[src/rtl/vln_pkg.sv]
package vln_pkg;

	// defaults of the top level parameters
	localparam int unsigned MAX_LENGTH_DEF = 64;
	localparam int unsigned ELEM_WIDTH_DEF = 16;

	// configuration port geometry
	localparam int unsigned APB_ADDR_W = 3;
	localparam int unsigned APB_DATA_W = 32;

	// vector_length register
	localparam int unsigned VLEN_WIDTH = 7;
	localparam int unsigned VLEN_MAX   = (1 << VLEN_WIDTH) - 1;

	localparam logic [VLEN_WIDTH-1:0] VLEN_RESET   = VLEN_WIDTH'(64);
	localparam logic                  NORM_EN_RESET = 1'b1;

endpackage

[src/rtl/vln_if.sv]
interface vln_elem_if #(
	parameter int unsigned ELEM_WIDTH = vln_pkg::ELEM_WIDTH_DEF
);
	logic                         valid;
	logic                         ready;
	logic signed [ELEM_WIDTH-1:0] element_value;

	modport source (output valid, output element_value, input ready);
	modport sink   (input valid, input element_value, output ready);
endinterface

interface vln_res_if #(
	parameter int unsigned ELEM_WIDTH = vln_pkg::ELEM_WIDTH_DEF
);
	logic                         valid;
	logic                         ready;
	logic signed [ELEM_WIDTH-1:0] scaled_value;
	logic                         last_of_vector;

	modport source (output valid, output scaled_value, output last_of_vector, input ready);
	modport sink   (input valid, input scaled_value, input last_of_vector, output ready);
endinterface

[src/rtl/vln_isqrt.sv]
module vln_isqrt #(
	parameter int unsigned IN_W = 37
) (
	input  logic                    clk,
	input  logic                    arst_n,
	input  logic                    start,
	input  logic [IN_W-1:0]         radicand,
	output logic                    done,
	output logic [(IN_W+1)/2-1:0]   root
);

	localparam int unsigned OUT_W = (IN_W + 1) / 2;
	localparam int unsigned RAD_W = 2 * OUT_W;
	localparam int unsigned REM_W = OUT_W + 2;
	localparam int unsigned CNT_W = $clog2(OUT_W);

	logic [RAD_W-1:0] rad_q;
	logic [REM_W-1:0] rem_q;
	logic [OUT_W-1:0] root_q;
	logic [CNT_W-1:0] cnt_q;
	logic             busy_q;
	logic             done_q;

	logic [REM_W+1:0] rem_sh;
	logic [REM_W+1:0] trial;
	logic             take;
	logic [REM_W-1:0] rem_nx;

	// one result bit per cycle, two radicand bits shifted in
	always_comb begin
		rem_sh = {rem_q, rad_q[RAD_W-1 -: 2]};
		trial  = (REM_W + 2)'({root_q, 2'b01});
		take   = (rem_sh >= trial);
		rem_nx = take ? REM_W'(rem_sh - trial) : REM_W'(rem_sh);
	end

	always_ff @(posedge clk or negedge arst_n) begin
		if (!arst_n) begin
			rad_q  <= '0;
			rem_q  <= '0;
			root_q <= '0;
			cnt_q  <= '0;
			busy_q <= 1'b0;
			done_q <= 1'b0;
		end else begin
			done_q <= 1'b0;
			if (start) begin
				rad_q  <= RAD_W'(radicand);
				rem_q  <= '0;
				root_q <= '0;
				cnt_q  <= CNT_W'(OUT_W - 1);
				busy_q <= 1'b1;
			end else if (busy_q) begin
				rad_q  <= {rad_q[RAD_W-3:0], 2'b00};
				rem_q  <= rem_nx;
				root_q <= {root_q[OUT_W-2:0], take};
				cnt_q  <= cnt_q - 1'b1;
				if (cnt_q == '0) begin
					busy_q <= 1'b0;
					done_q <= 1'b1;
				end
			end
		end
	end

	assign done = done_q;
	assign root = root_q;

endmodule

[src/rtl/vln_div.sv]
module vln_div #(
	parameter int unsigned MAG_W  = 16,
	parameter int unsigned NORM_W = 19
) (
	input  logic              clk,
	input  logic              arst_n,
	input  logic              start,
	input  logic [MAG_W-1:0]  mag,
	input  logic [NORM_W-1:0] norm,
	output logic              done,
	output logic [MAG_W-1:0]  quotient
);

	// quotient of (mag << (MAG_W-1)) / norm, all ones when it needs more than MAG_W bits
	localparam int unsigned CNT_W = $clog2(MAG_W);

	logic [NORM_W-1:0] rem_q;
	logic [MAG_W-1:0]  sh_q;
	logic [CNT_W-1:0]  cnt_q;
	logic              busy_q;
	logic              done_q;

	logic              too_big;
	logic [NORM_W:0]   rem_sh;
	logic              take;
	logic [NORM_W:0]   rem_diff;

	always_comb begin
		too_big  = ((NORM_W + 1)'(mag) >= {norm, 1'b0});
		rem_sh   = {rem_q, sh_q[MAG_W-1]};
		take     = (rem_sh >= (NORM_W + 1)'(norm));
		rem_diff = rem_sh - (NORM_W + 1)'(norm);
	end

	// restoring division, one quotient bit per cycle; quotient bits shift in behind
	// the dividend bits
	always_ff @(posedge clk or negedge arst_n) begin
		if (!arst_n) begin
			rem_q  <= '0;
			sh_q   <= '0;
			cnt_q  <= '0;
			busy_q <= 1'b0;
			done_q <= 1'b0;
		end else begin
			done_q <= 1'b0;
			if (start) begin
				if (too_big) begin
					sh_q   <= '1;
					done_q <= 1'b1;
				end else begin
					rem_q  <= NORM_W'(mag >> 1);
					sh_q   <= {mag[0], {(MAG_W-1){1'b0}}};
					cnt_q  <= CNT_W'(MAG_W - 1);
					busy_q <= 1'b1;
				end
			end else if (busy_q) begin
				rem_q <= take ? rem_diff[NORM_W-1:0] : rem_sh[NORM_W-1:0];
				sh_q  <= {sh_q[MAG_W-2:0], take};
				cnt_q <= cnt_q - 1'b1;
				if (cnt_q == '0) begin
					busy_q <= 1'b0;
					done_q <= 1'b1;
				end
			end
		end
	end

	assign done     = done_q;
	assign quotient = sh_q;

endmodule

[src/rtl/vector_l2_normalizer.sv]
// channel   dir  payload                          beat taken when
// element   in   element_value                    element.valid && element.ready
// result    out  scaled_value, last_of_vector     result.valid && result.ready
// apb       in   vector_length, normalize_enable  psel && penable && pwrite (pready high)
//
// pass-through: one element per cycle while result.ready is high; the output register frees the input side
// normalizing, fill: each element is stored, squared, then accumulated
// normalizing, drain: the bit-serial square root, then for each element a store read,
//   a scale by the bit-serial divider and an emit
// reset clears all but the store and its read data; only fresh store entries are read
// a result stalled on result.ready holds the drain; element.ready is low while busy
module vector_l2_normalizer #(
	parameter int unsigned MAX_LENGTH = vln_pkg::MAX_LENGTH_DEF,
	parameter int unsigned ELEM_WIDTH = vln_pkg::ELEM_WIDTH_DEF
) (
	input  logic                                clk,
	input  logic                                arst_n,
	vln_elem_if.sink                            element,
	vln_res_if.source                           result,
	input  logic                                psel,
	input  logic                                penable,
	input  logic                                pwrite,
	input  logic [vln_pkg::APB_ADDR_W-1:0]      paddr,
	input  logic [vln_pkg::APB_DATA_W-1:0]      pwdata,
	output logic [vln_pkg::APB_DATA_W-1:0]      prdata,
	output logic                                pready
);

	import vln_pkg::*;

	// longest vector actually reachable through the 7-bit length register
	localparam int unsigned EFF_MAX = (MAX_LENGTH < VLEN_MAX) ? MAX_LENGTH : VLEN_MAX;
	localparam int unsigned IDX_W   = $clog2(MAX_LENGTH);
	localparam int unsigned LEN_W   = $clog2(EFF_MAX + 1);
	localparam int unsigned CMP_W   = (LEN_W > IDX_W) ? LEN_W : IDX_W;
	localparam int unsigned SQ_W    = 2 * ELEM_WIDTH - 1;
	// sum of squares, capped at 64 bits where it saturates
	localparam int unsigned SUM_RAW = 2 * ELEM_WIDTH - 2 + $clog2(EFF_MAX + 1);
	localparam int unsigned SUM_W   = (SUM_RAW > 64) ? 64 : SUM_RAW;
	localparam int unsigned NORM_W  = (SUM_W + 1) / 2;

	// register decode on paddr[2]
	localparam logic REG_VECTOR_LENGTH    = 1'b0;
	localparam logic REG_NORMALIZE_ENABLE = 1'b1;

	localparam logic [ELEM_WIDTH-1:0] HALF = {1'b1, {(ELEM_WIDTH-1){1'b0}}};

	typedef enum logic [3:0] {
		ST_IDLE,
		ST_SQR,
		ST_ACC,
		ST_ROOT_GO,
		ST_ROOT,
		ST_READ,
		ST_SCALE,
		ST_DIVW,
		ST_EMIT
	} state_t;

	state_t state_q;

	// configuration
	logic [VLEN_WIDTH-1:0] vector_length_q;
	logic                  normalize_enable_q;
	logic                  cfg_wr;

	// datapath and control registers
	logic [IDX_W-1:0]             idx_q;
	logic [IDX_W-1:0]             rd_idx_q;
	logic [SUM_W-1:0]             sum_q;
	logic [ELEM_WIDTH-1:0]        mag_q;
	logic [SQ_W-1:0]              sq_q;
	logic                         last_q;
	logic [NORM_W-1:0]            norm_q;
	logic signed [ELEM_WIDTH-1:0] res_q;
	logic signed [ELEM_WIDTH-1:0] rd_data_q;

	// output register
	logic                         out_valid_q;
	logic signed [ELEM_WIDTH-1:0] out_value_q;
	logic                         out_last_q;

	// element store
	logic signed [ELEM_WIDTH-1:0] mem [MAX_LENGTH];

	logic [LEN_W-1:0]        len_eff;
	logic [CMP_W-1:0]        last_idx;
	logic                    in_last;
	logic                    rd_last;
	logic                    out_free;
	logic                    out_load;
	logic                    in_take;
	logic                    mem_we;
	logic [ELEM_WIDTH-1:0]   in_mag;
	logic [ELEM_WIDTH-1:0]   rd_mag;
	logic                    rd_neg;
	logic [2*ELEM_WIDTH-1:0] prod;
	logic [SUM_W:0]          sum_add;
	logic [SUM_W-1:0]        sum_nx;
	logic                    root_start;
	logic                    root_done;
	logic [NORM_W-1:0]       root;
	logic                    div_start;
	logic                    div_done;
	logic [ELEM_WIDTH-1:0]   quot;
	logic [ELEM_WIDTH-1:0]   scaled;

	// ---------------------------------------------------------------- config port
	assign pready = 1'b1;
	assign cfg_wr = psel && penable && pwrite;

	always_ff @(posedge clk or negedge arst_n) begin
		if (!arst_n) begin
			vector_length_q    <= VLEN_RESET;
			normalize_enable_q <= NORM_EN_RESET;
		end else if (cfg_wr) begin
			unique case (paddr[2])
				REG_VECTOR_LENGTH:    vector_length_q    <= pwdata[VLEN_WIDTH-1:0];
				REG_NORMALIZE_ENABLE: normalize_enable_q <= pwdata[0];
				default:              ;
			endcase
		end
	end

	always_comb begin
		prdata = '0;
		unique case (paddr[2])
			REG_VECTOR_LENGTH:    prdata = APB_DATA_W'(vector_length_q);
			REG_NORMALIZE_ENABLE: prdata = APB_DATA_W'(normalize_enable_q);
			default:              prdata = '0;
		endcase
	end

	// ---------------------------------------------------------------- length and position
	// zero length acts as one, anything past the store depth is clipped
	always_comb begin
		if (vector_length_q == '0) begin
			len_eff = LEN_W'(1);
		end else if (int'(vector_length_q) > MAX_LENGTH) begin
			len_eff = LEN_W'(MAX_LENGTH);
		end else begin
			len_eff = LEN_W'(vector_length_q);
		end
		last_idx = CMP_W'(len_eff) - 1'b1;
		in_last  = (CMP_W'(idx_q) == last_idx);
		rd_last  = (CMP_W'(rd_idx_q) == last_idx);
	end

	// ---------------------------------------------------------------- handshake
	assign out_free      = !out_valid_q || result.ready;
	assign element.ready = (state_q == ST_IDLE) && out_free;
	assign in_take       = element.valid && element.ready;
	assign mem_we        = in_take && normalize_enable_q;
	// output register takes a new beat this cycle
	assign out_load      = ((state_q == ST_IDLE) && !cfg_wr && in_take && !normalize_enable_q)
		|| ((state_q == ST_EMIT) && out_free);

	assign result.valid          = out_valid_q;
	assign result.scaled_value   = out_value_q;
	assign result.last_of_vector = out_last_q;

	// ---------------------------------------------------------------- arithmetic
	always_comb begin
		in_mag = element.element_value[ELEM_WIDTH-1] ?
			ELEM_WIDTH'(-element.element_value) : ELEM_WIDTH'(element.element_value);
		rd_neg = rd_data_q[ELEM_WIDTH-1];
		rd_mag = rd_neg ? ELEM_WIDTH'(-rd_data_q) : ELEM_WIDTH'(rd_data_q);
		prod   = mag_q * mag_q;
		// saturating accumulate
		sum_add = {1'b0, sum_q} + (SUM_W + 1)'(sq_q);
		sum_nx  = sum_add[SUM_W] ? '1 : sum_add[SUM_W-1:0];
		// truncated quotient back to a signed value, saturated at both ends
		if (rd_neg) begin
			scaled = (quot > HALF) ? HALF : ELEM_WIDTH'(-quot);
		end else begin
			scaled = (quot >= HALF) ? ~HALF : quot;
		end
	end

	assign root_start = (state_q == ST_ROOT_GO);
	assign div_start  = (state_q == ST_SCALE) && (norm_q != '0);

	vln_isqrt #(
		.IN_W (SUM_W)
	) u_isqrt (
		.clk      (clk),
		.arst_n   (arst_n),
		.start    (root_start),
		.radicand (sum_q),
		.done     (root_done),
		.root     (root)
	);

	vln_div #(
		.MAG_W  (ELEM_WIDTH),
		.NORM_W (NORM_W)
	) u_div (
		.clk      (clk),
		.arst_n   (arst_n),
		.start    (div_start),
		.mag      (rd_mag),
		.norm     (norm_q),
		.done     (div_done),
		.quotient (quot)
	);

	// ---------------------------------------------------------------- element store
	always_ff @(posedge clk) begin
		if (mem_we) begin
			mem[idx_q] <= element.element_value;
		end
		rd_data_q <= mem[rd_idx_q];
	end

	// ---------------------------------------------------------------- sequencer
	always_ff @(posedge clk or negedge arst_n) begin
		if (!arst_n) begin
			state_q     <= ST_IDLE;
			idx_q       <= '0;
			rd_idx_q    <= '0;
			sum_q       <= '0;
			mag_q       <= '0;
			sq_q        <= '0;
			last_q      <= 1'b0;
			norm_q      <= '0;
			res_q       <= '0;
			out_valid_q <= 1'b0;
			out_value_q <= '0;
			out_last_q  <= 1'b0;
		end else begin
			if (out_valid_q && result.ready && !out_load) begin
				out_valid_q <= 1'b0;
			end
			unique case (state_q)
				ST_IDLE: begin
					if (cfg_wr) begin
						// a register write while idle drops a partial vector
						idx_q <= '0;
						sum_q <= '0;
					end else if (in_take) begin
						if (!normalize_enable_q) begin
							out_valid_q <= 1'b1;
							out_value_q <= element.element_value;
							out_last_q  <= in_last;
							idx_q       <= in_last ? '0 : idx_q + 1'b1;
						end else begin
							mag_q   <= in_mag;
							last_q  <= in_last;
							state_q <= ST_SQR;
						end
					end
				end
				ST_SQR: begin
					sq_q    <= prod[SQ_W-1:0];
					state_q <= ST_ACC;
				end
				ST_ACC: begin
					sum_q <= sum_nx;
					if (last_q) begin
						state_q <= ST_ROOT_GO;
					end else begin
						idx_q   <= idx_q + 1'b1;
						state_q <= ST_IDLE;
					end
				end
				ST_ROOT_GO: begin
					state_q <= ST_ROOT;
				end
				ST_ROOT: begin
					if (root_done) begin
						norm_q   <= root;
						rd_idx_q <= '0;
						state_q  <= ST_READ;
					end
				end
				ST_READ: begin
					// store read address settles, data registered next cycle
					state_q <= ST_SCALE;
				end
				ST_SCALE: begin
					if (norm_q == '0) begin
						// zero vector goes out unchanged
						res_q   <= rd_data_q;
						state_q <= ST_EMIT;
					end else begin
						state_q <= ST_DIVW;
					end
				end
				ST_DIVW: begin
					if (div_done) begin
						res_q   <= scaled;
						state_q <= ST_EMIT;
					end
				end
				ST_EMIT: begin
					if (out_free) begin
						out_valid_q <= 1'b1;
						out_value_q <= res_q;
						out_last_q  <= rd_last;
						if (rd_last) begin
							idx_q   <= '0;
							sum_q   <= '0;
							state_q <= ST_IDLE;
						end else begin
							rd_idx_q <= rd_idx_q + 1'b1;
							state_q  <= ST_READ;
						end
					end
				end
				default: state_q <= ST_IDLE;
			endcase
		end
	end

	// ---------------------------------------------------------------- checks
	a_div_done_in_wait: assert property (@(posedge clk) disable iff (!arst_n)
		div_done |-> state_q == ST_DIVW)
		else $error("divider finished outside of its wait state");

	a_root_done_in_wait: assert property (@(posedge clk) disable iff (!arst_n)
		root_done |-> state_q == ST_ROOT)
		else $error("square root finished outside of its wait state");

	a_drain_in_range: assert property (@(posedge clk) disable iff (!arst_n)
		(state_q == ST_READ || state_q == ST_SCALE || state_q == ST_DIVW
			|| state_q == ST_EMIT) |-> CMP_W'(rd_idx_q) <= last_idx)
		else $error("drain index ran past the vector end");

	a_no_drain_overwrite: assert property (@(posedge clk) disable iff (!arst_n)
		mem_we |-> state_q == ST_IDLE && normalize_enable_q)
		else $error("store written while a vector drains");

endmodule
[src/flat_wrapper.sv]
// flat-port wrapper written by rule: the top's interface ports become plain ports
module vector_l2_normalizer_flat import vln_pkg::*;
#(
	parameter int unsigned MAX_LENGTH = vln_pkg::MAX_LENGTH_DEF,
	parameter int unsigned ELEM_WIDTH = vln_pkg::ELEM_WIDTH_DEF
)
  (clk, arst_n, psel, penable, pwrite, paddr, pwdata, prdata, pready, element_valid, element_element_value, element_ready, result_valid, result_scaled_value, result_last_of_vector, result_ready);
  vln_elem_if #(.ELEM_WIDTH(ELEM_WIDTH)) element_i ();
  vln_res_if #(.ELEM_WIDTH(ELEM_WIDTH)) result_i ();
  input  logic clk;
  input  logic arst_n;
  input  logic psel;
  input  logic penable;
  input  logic pwrite;
  input  logic [vln_pkg::APB_ADDR_W-1:0] paddr;
  input  logic [vln_pkg::APB_DATA_W-1:0] pwdata;
  output logic [vln_pkg::APB_DATA_W-1:0] prdata;
  output logic pready;
  input wire logic [$bits(element_i.valid)-1:0] element_valid;
  input wire logic [$bits(element_i.element_value)-1:0] element_element_value;
  output wire logic [$bits(element_i.ready)-1:0] element_ready;
  output wire logic [$bits(result_i.valid)-1:0] result_valid;
  output wire logic [$bits(result_i.scaled_value)-1:0] result_scaled_value;
  output wire logic [$bits(result_i.last_of_vector)-1:0] result_last_of_vector;
  input wire logic [$bits(result_i.ready)-1:0] result_ready;
  assign element_i.valid = element_valid;
  assign element_i.element_value = element_element_value;
  assign element_ready = element_i.ready;
  assign result_valid = result_i.valid;
  assign result_scaled_value = result_i.scaled_value;
  assign result_last_of_vector = result_i.last_of_vector;
  assign result_i.ready = result_ready;
  vector_l2_normalizer #(.MAX_LENGTH(MAX_LENGTH), .ELEM_WIDTH(ELEM_WIDTH)) u_core (.clk(clk), .arst_n(arst_n), .element(element_i), .result(result_i), .psel(psel), .penable(penable), .pwrite(pwrite), .paddr(paddr), .pwdata(pwdata), .prdata(prdata), .pready(pready));
endmodule
[config.mk]
export PLATFORM = sky130hd
export DESIGN_NAME = vector_l2_normalizer_flat
export DESIGN_NICKNAME = d
export VERILOG_FILES = /design/src/rtl/vln_pkg.sv /design/src/rtl/vln_if.sv /design/src/rtl/vln_isqrt.sv /design/src/rtl/vln_div.sv /design/src/rtl/vector_l2_normalizer.sv /design/src/flat_wrapper.sv
export SDC_FILE = /design/constraint.sdc
export NUM_CORES = 2
export LEC_CHECK = 0
export ABC_AREA = 0
export BUFFER_PORTS_ARGS = -buffer_cell sky130_fd_sc_hd__buf_2
export CAP_MARGIN = 20
export CORE_MARGIN = 3
export CORE_UTILIZATION = 39
export CTS_BUF_LIST = sky130_fd_sc_hd__clkbuf_8
export CTS_CLUSTER_DIAMETER = 30
export CTS_CLUSTER_SIZE = 16
export DETAILED_ROUTE_END_ITERATION = 8
export PLACE_DENSITY = 0.61
export SLEW_MARGIN = 5
export SYNTH_ARGS = -nofsm -noshare
export SYNTH_HDL_FRONTEND = slang
export SYNTH_SLANG_ARGS = --single-unit
[constraint.sdc]
create_clock -name clk -period 6.64 [get_ports clk]
set_input_delay 0 -clock clk [delete_from_list [all_inputs] [get_ports clk]]
set_output_delay 0 -clock clk [all_outputs]
set_load 0.1 [all_outputs]
==> out/results.ini <==
[pwr]
p_leak_nw = 28.2
power.density_nw_per_um2 = 527
peakVddDrop_mv = 0.981

[synthesis]
netlist_instances = 4338
netlist_area_um2 = 64200
avgSynthCellArea_um2 = 14.8
synth.distinct_cells = 85
synth_ff_type = edfxtp_1
ys_warn_count = 0
async_flop_share = 0.216
ys_ff_latch = 1327
ys_seq_area_frac = 0.596
synth_edf_count = 1024

[timing]
fin_crit_ns = 6.31
tightestPinTransition_ns = 1.06
timing.hold.ws_ns = 0.129
hold_viol = 0
setup_tns_ns = 0
maxSlewHeadroom = 0.291
final_max_slew_viol_count = 0
clock.fmax_mhz = 158
finalClockSkew_ns = 0.0821
setup_ws_ns = 0.325
timing.final.crit_share = 0.951
setup_violations = 0

[drt]
ant_nets = 0
drt-total-wl_mm = 159
detail_route.wl_per_cell_um = 22.3
viasPerCell = 5.37
drt_iter0_markers = 3278
vias = 38184
drtPass1Iterations = 5
drc_errors = 0

[setup_path]
critical_path.slowest_cell = fa_1
critPathKind = reg2reg
cp_max_fo = 9
cp-startpoint = u_core.mag_q[9]
ff2ff_path_depth = 24
cp-end-kind = register
slowest_delay_ns = 0.54
crit_path_start_kind = register
cp.required_ns = 7.39
arrival_ns = 7.06
reg2reg_slack_ns = 0.33
crit_end = u_core.sq_q[30]
r2r_end = u_core.sq_q[30]
crit_top_cell = inv_1
r2r_start = u_core.mag_q[9]
path_cells = nand2_1, inv_1, fa_1, inv_1, fa_1, inv_1, fa_1, inv_1, fa_1, inv_1, fa_1, inv_1, fa_1, inv_1, ha_1, a21oi_1, o21ai_0, nor4_2, a211oi_2, a31o_2, a221o_1, a31oi_1, xnor2_1, o21ai_0

[place]
portBuffers = 56
dp_hpwl_mm = 101
dpl.cell_count = 6513
place_ws_ns = 0.167
gp_congestion = 0.863

[global_route]
first_global_vias = 39123
antenna_found_initial = 5
grt_start_max_net_pins = 111
grt_pass1_wl_mm = 241
grt_usage = 0.187
overflow = 0

[final_layout]
finalNonFillerCells = 7112
syn_to_final_growth_pct = 16.2
layout-drive-gt1-share = 0.215
fill_cells = 14293
fin_nets = 5121

[floorplanning]
dieWidth_um = 412
ios = 110
die_y_um = 412
num_rows = 148
fp.dieArea_um2 = 170000
coreArea_um2 = 163000
start_util = 0.394

[clock_tree]
root_buffer = clkbuf_8
cts_setup_buffers = 0
cts_buffer_depth = 4
cts_made_buffers = 302
cts_tree = done
cts_max_level = 5
clock-sinks = 1327
clk_latency_ns = 0.99
clk_transition_reported_paths_ns = 0.04

[hold_path]
hold_path_class = in2reg

[run_status]
outcome = complete, no violations

[job]
drv_cap = 0

cells by family (layout without fill, tap and decap cells):
logic type,count (synthesis),in the layout,share of synthesized area
AOI/OAI and AO/OA,663,663,0.0651
xor gates and xnor gates,125,125,0.0171
adders and majority gates,356,356,0.0884
buffers and inverters,558,1130,0.0345
DFF,1327,1327,0.596
muxes,466,466,0.139
other,2,29,0.000117
and+or+nand+nor,841,841,0.0603
area by class of cell:
cell class	count	area [um^2]	share of cell area
timing repair buffer	267	2130	0.0286
tap	2175	2720	0.0365
clock buffer	324	4460	0.0598
antenna	3	7.51	0.000101
inverter	332	1250	0.0167
multi-input combinational	2477	23900	0.320
sequential	1327	38300	0.513
clock inverter	207	1880	0.0252
synth_stat cells (5+ instances only):
| cell | instances | area share |
|---|---|---|
| a31oi_1 | 26 | 0.0025 |
| nand2_1 | 325 | 0.019 |
| o22ai_1 | 13 | 0.0013 |
| and3_1 | 21 | 0.0020 |
| a21o_1 | 42 | 0.0049 |
| dfxtp_1 | 16 | 0.0050 |
| fa_1 | 163 | 0.051 |
| or3_1 | 16 | 0.0016 |
| a221o_1 | 35 | 0.0055 |
| dfrtp_1 | 285 | 0.11 |
| nor3_1 | 35 | 0.0027 |
| buf_1 | 35 | 0.0020 |
| inv_1 | 331 | 0.019 |
| nor3b_1 | 8 | 0.00094 |
| nor2_1 | 212 | 0.012 |
| o21a_1 | 15 | 0.0018 |
| a21boi_0 | 8 | 0.00094 |
| o21bai_1 | 7 | 0.00082 |
| a21oi_1 | 151 | 0.012 |
| xnor2_1 | 84 | 0.011 |
| or2_2 | 12 | 0.0012 |
| nor4_1 | 13 | 0.0013 |
| a31o_2 | 6 | 0.00082 |
| mux2_2 | 15 | 0.0026 |
| a211oi_1 | 22 | 0.0026 |
| nand4_1 | 16 | 0.0016 |
| o211ai_1 | 12 | 0.0014 |
| and2_1 | 56 | 0.0055 |
| xor2_1 | 41 | 0.0056 |
| buf_4 | 27 | 0.0032 |
| mux4_2 | 336 | 0.12 |
| mux2i_1 | 114 | 0.018 |
| nand2b_1 | 26 | 0.0025 |
| and4_1 | 5 | 0.00068 |
| o31ai_1 | 22 | 0.0026 |
| edfxtp_1 | 1024 | 0.48 |
| ha_1 | 193 | 0.038 |
| nand3_1 | 50 | 0.0039 |
| nor2b_1 | 28 | 0.0027 |
| clkbuf_1 | 160 | 0.0094 |
| o21ai_0 | 238 | 0.019 |
through the flow:
stage,total power [W],utilization,instance area [um^2]
3_3_place_gp,0.0295,0.414,67500
3_5_place_dp,0.0297,0.414,67500
2_1_floorplan,0.0252,-,64300
5_1_grt,0.0428,0.457,74600
6_report,0.0393,0.457,74600
4_1_cts,0.0395,0.457,74500
cells in the final DEF, fill, tap and decap left out, types with 30 or more instances in the layout:
cell           netlist  layout
nor3_1              35      33
dfrtp_1            285     280
a221o_1             35      35
inv_1              331     369
xnor2_1             84      84
buf_4               27     140
edfxtp_1          1024    1024
a21oi_1            151     151
mux2i_1            114     114
o21ai_0            238     237
clkbuf_8             0     324
mux4_2             336     336
a21o_1              42      42
clkinv_2             0      39
buf_2                2      55
nor2_1             212     209
xor2_1              41      41
nand3_1             50      50
dlygate4sd3_1        0      61
nand2_1            325     325
clkinv_1             1      39
clkinvlp_4           0      30
fa_1               163     163
ha_1               193     193
and2_1              56      56
sequential cells by signal, summed over array words and instances, names as in the netlist, 6 cells and up:
signal / cells
u_core.mem: 1024
u_core.u_isqrt.rad_q: 38
u_core.sum_q: 37
u_core.sq_q: 30
u_core.u_isqrt.rem_q: 21
u_core.norm_q: 19
u_core.u_div.rem_q: 19
u_core.u_isqrt.root: 19
u_core.mag_q: 16
u_core.rd_data_q: 16
u_core.res_q: 16
u_core.result.scaled_value: 16
u_core.u_div.quotient: 16
u_core.vector_length_q: 7
u_core.idx_q: 6
u_core.rd_idx_q: 6
metal layers:
layer	routed length (um)	GRT usage	vias to the layer above
met3	10800	0.0339	280
met2	75600	0.299	1321
li1	-	-	17057
met1	68700	0.263	19524
met5	13	0	-
met4	3740	0.0541	2
critical path: cells and delay by family (launching register included):
| family | cells | cell delay, ns |
|---|---|---|
| fa+ha+maj | 7 | 3.40 |
| compound gates | 7 | 1.38 |
| xor+xnor | 1 | 0.14 |
| flops | 1 | 0.49 |
| simple gates | 2 | 0.39 |
| buf+inv | 7 | 0.39 |
worst min path at each step:
| stage | to | start | cells after the start |
|---|---|---|---|
| floorplan | u_core.idx_q[0] | arst_n | 0 |
| global placement | u_core.u_isqrt.rem_q[8] | arst_n | 1 |
| detailed placement | u_core.u_isqrt.rem_q[8] | arst_n | 1 |
| CTS | u_core.state_q[3] | result_ready | 4 |
| global route | u_core.mem[22][1] | element_element_value[1] | 2 |
| finish | u_core.rd_idx_q[5] | result_ready | 5 |
power breakdown:
part | switching, W | total [W] | leakage, nW | internal [W]
logic | 0.0114 | 0.0194 | 11.8 | 0.00802
clock network | 0.00383 | 0.00954 | 3.31 | 0.00571
registers | 0.000725 | 0.0104 | 13.1 | 0.00967
repair_timing:
action                                  in CTS  in global routing
endpoints found under the setup margin       0                  3
gates resized for setup                      0                  5
hold endpoints to repair                  1250                  0
hold buffers                                62                  0
No activity file was read; power rests on OpenSTA's default activity.
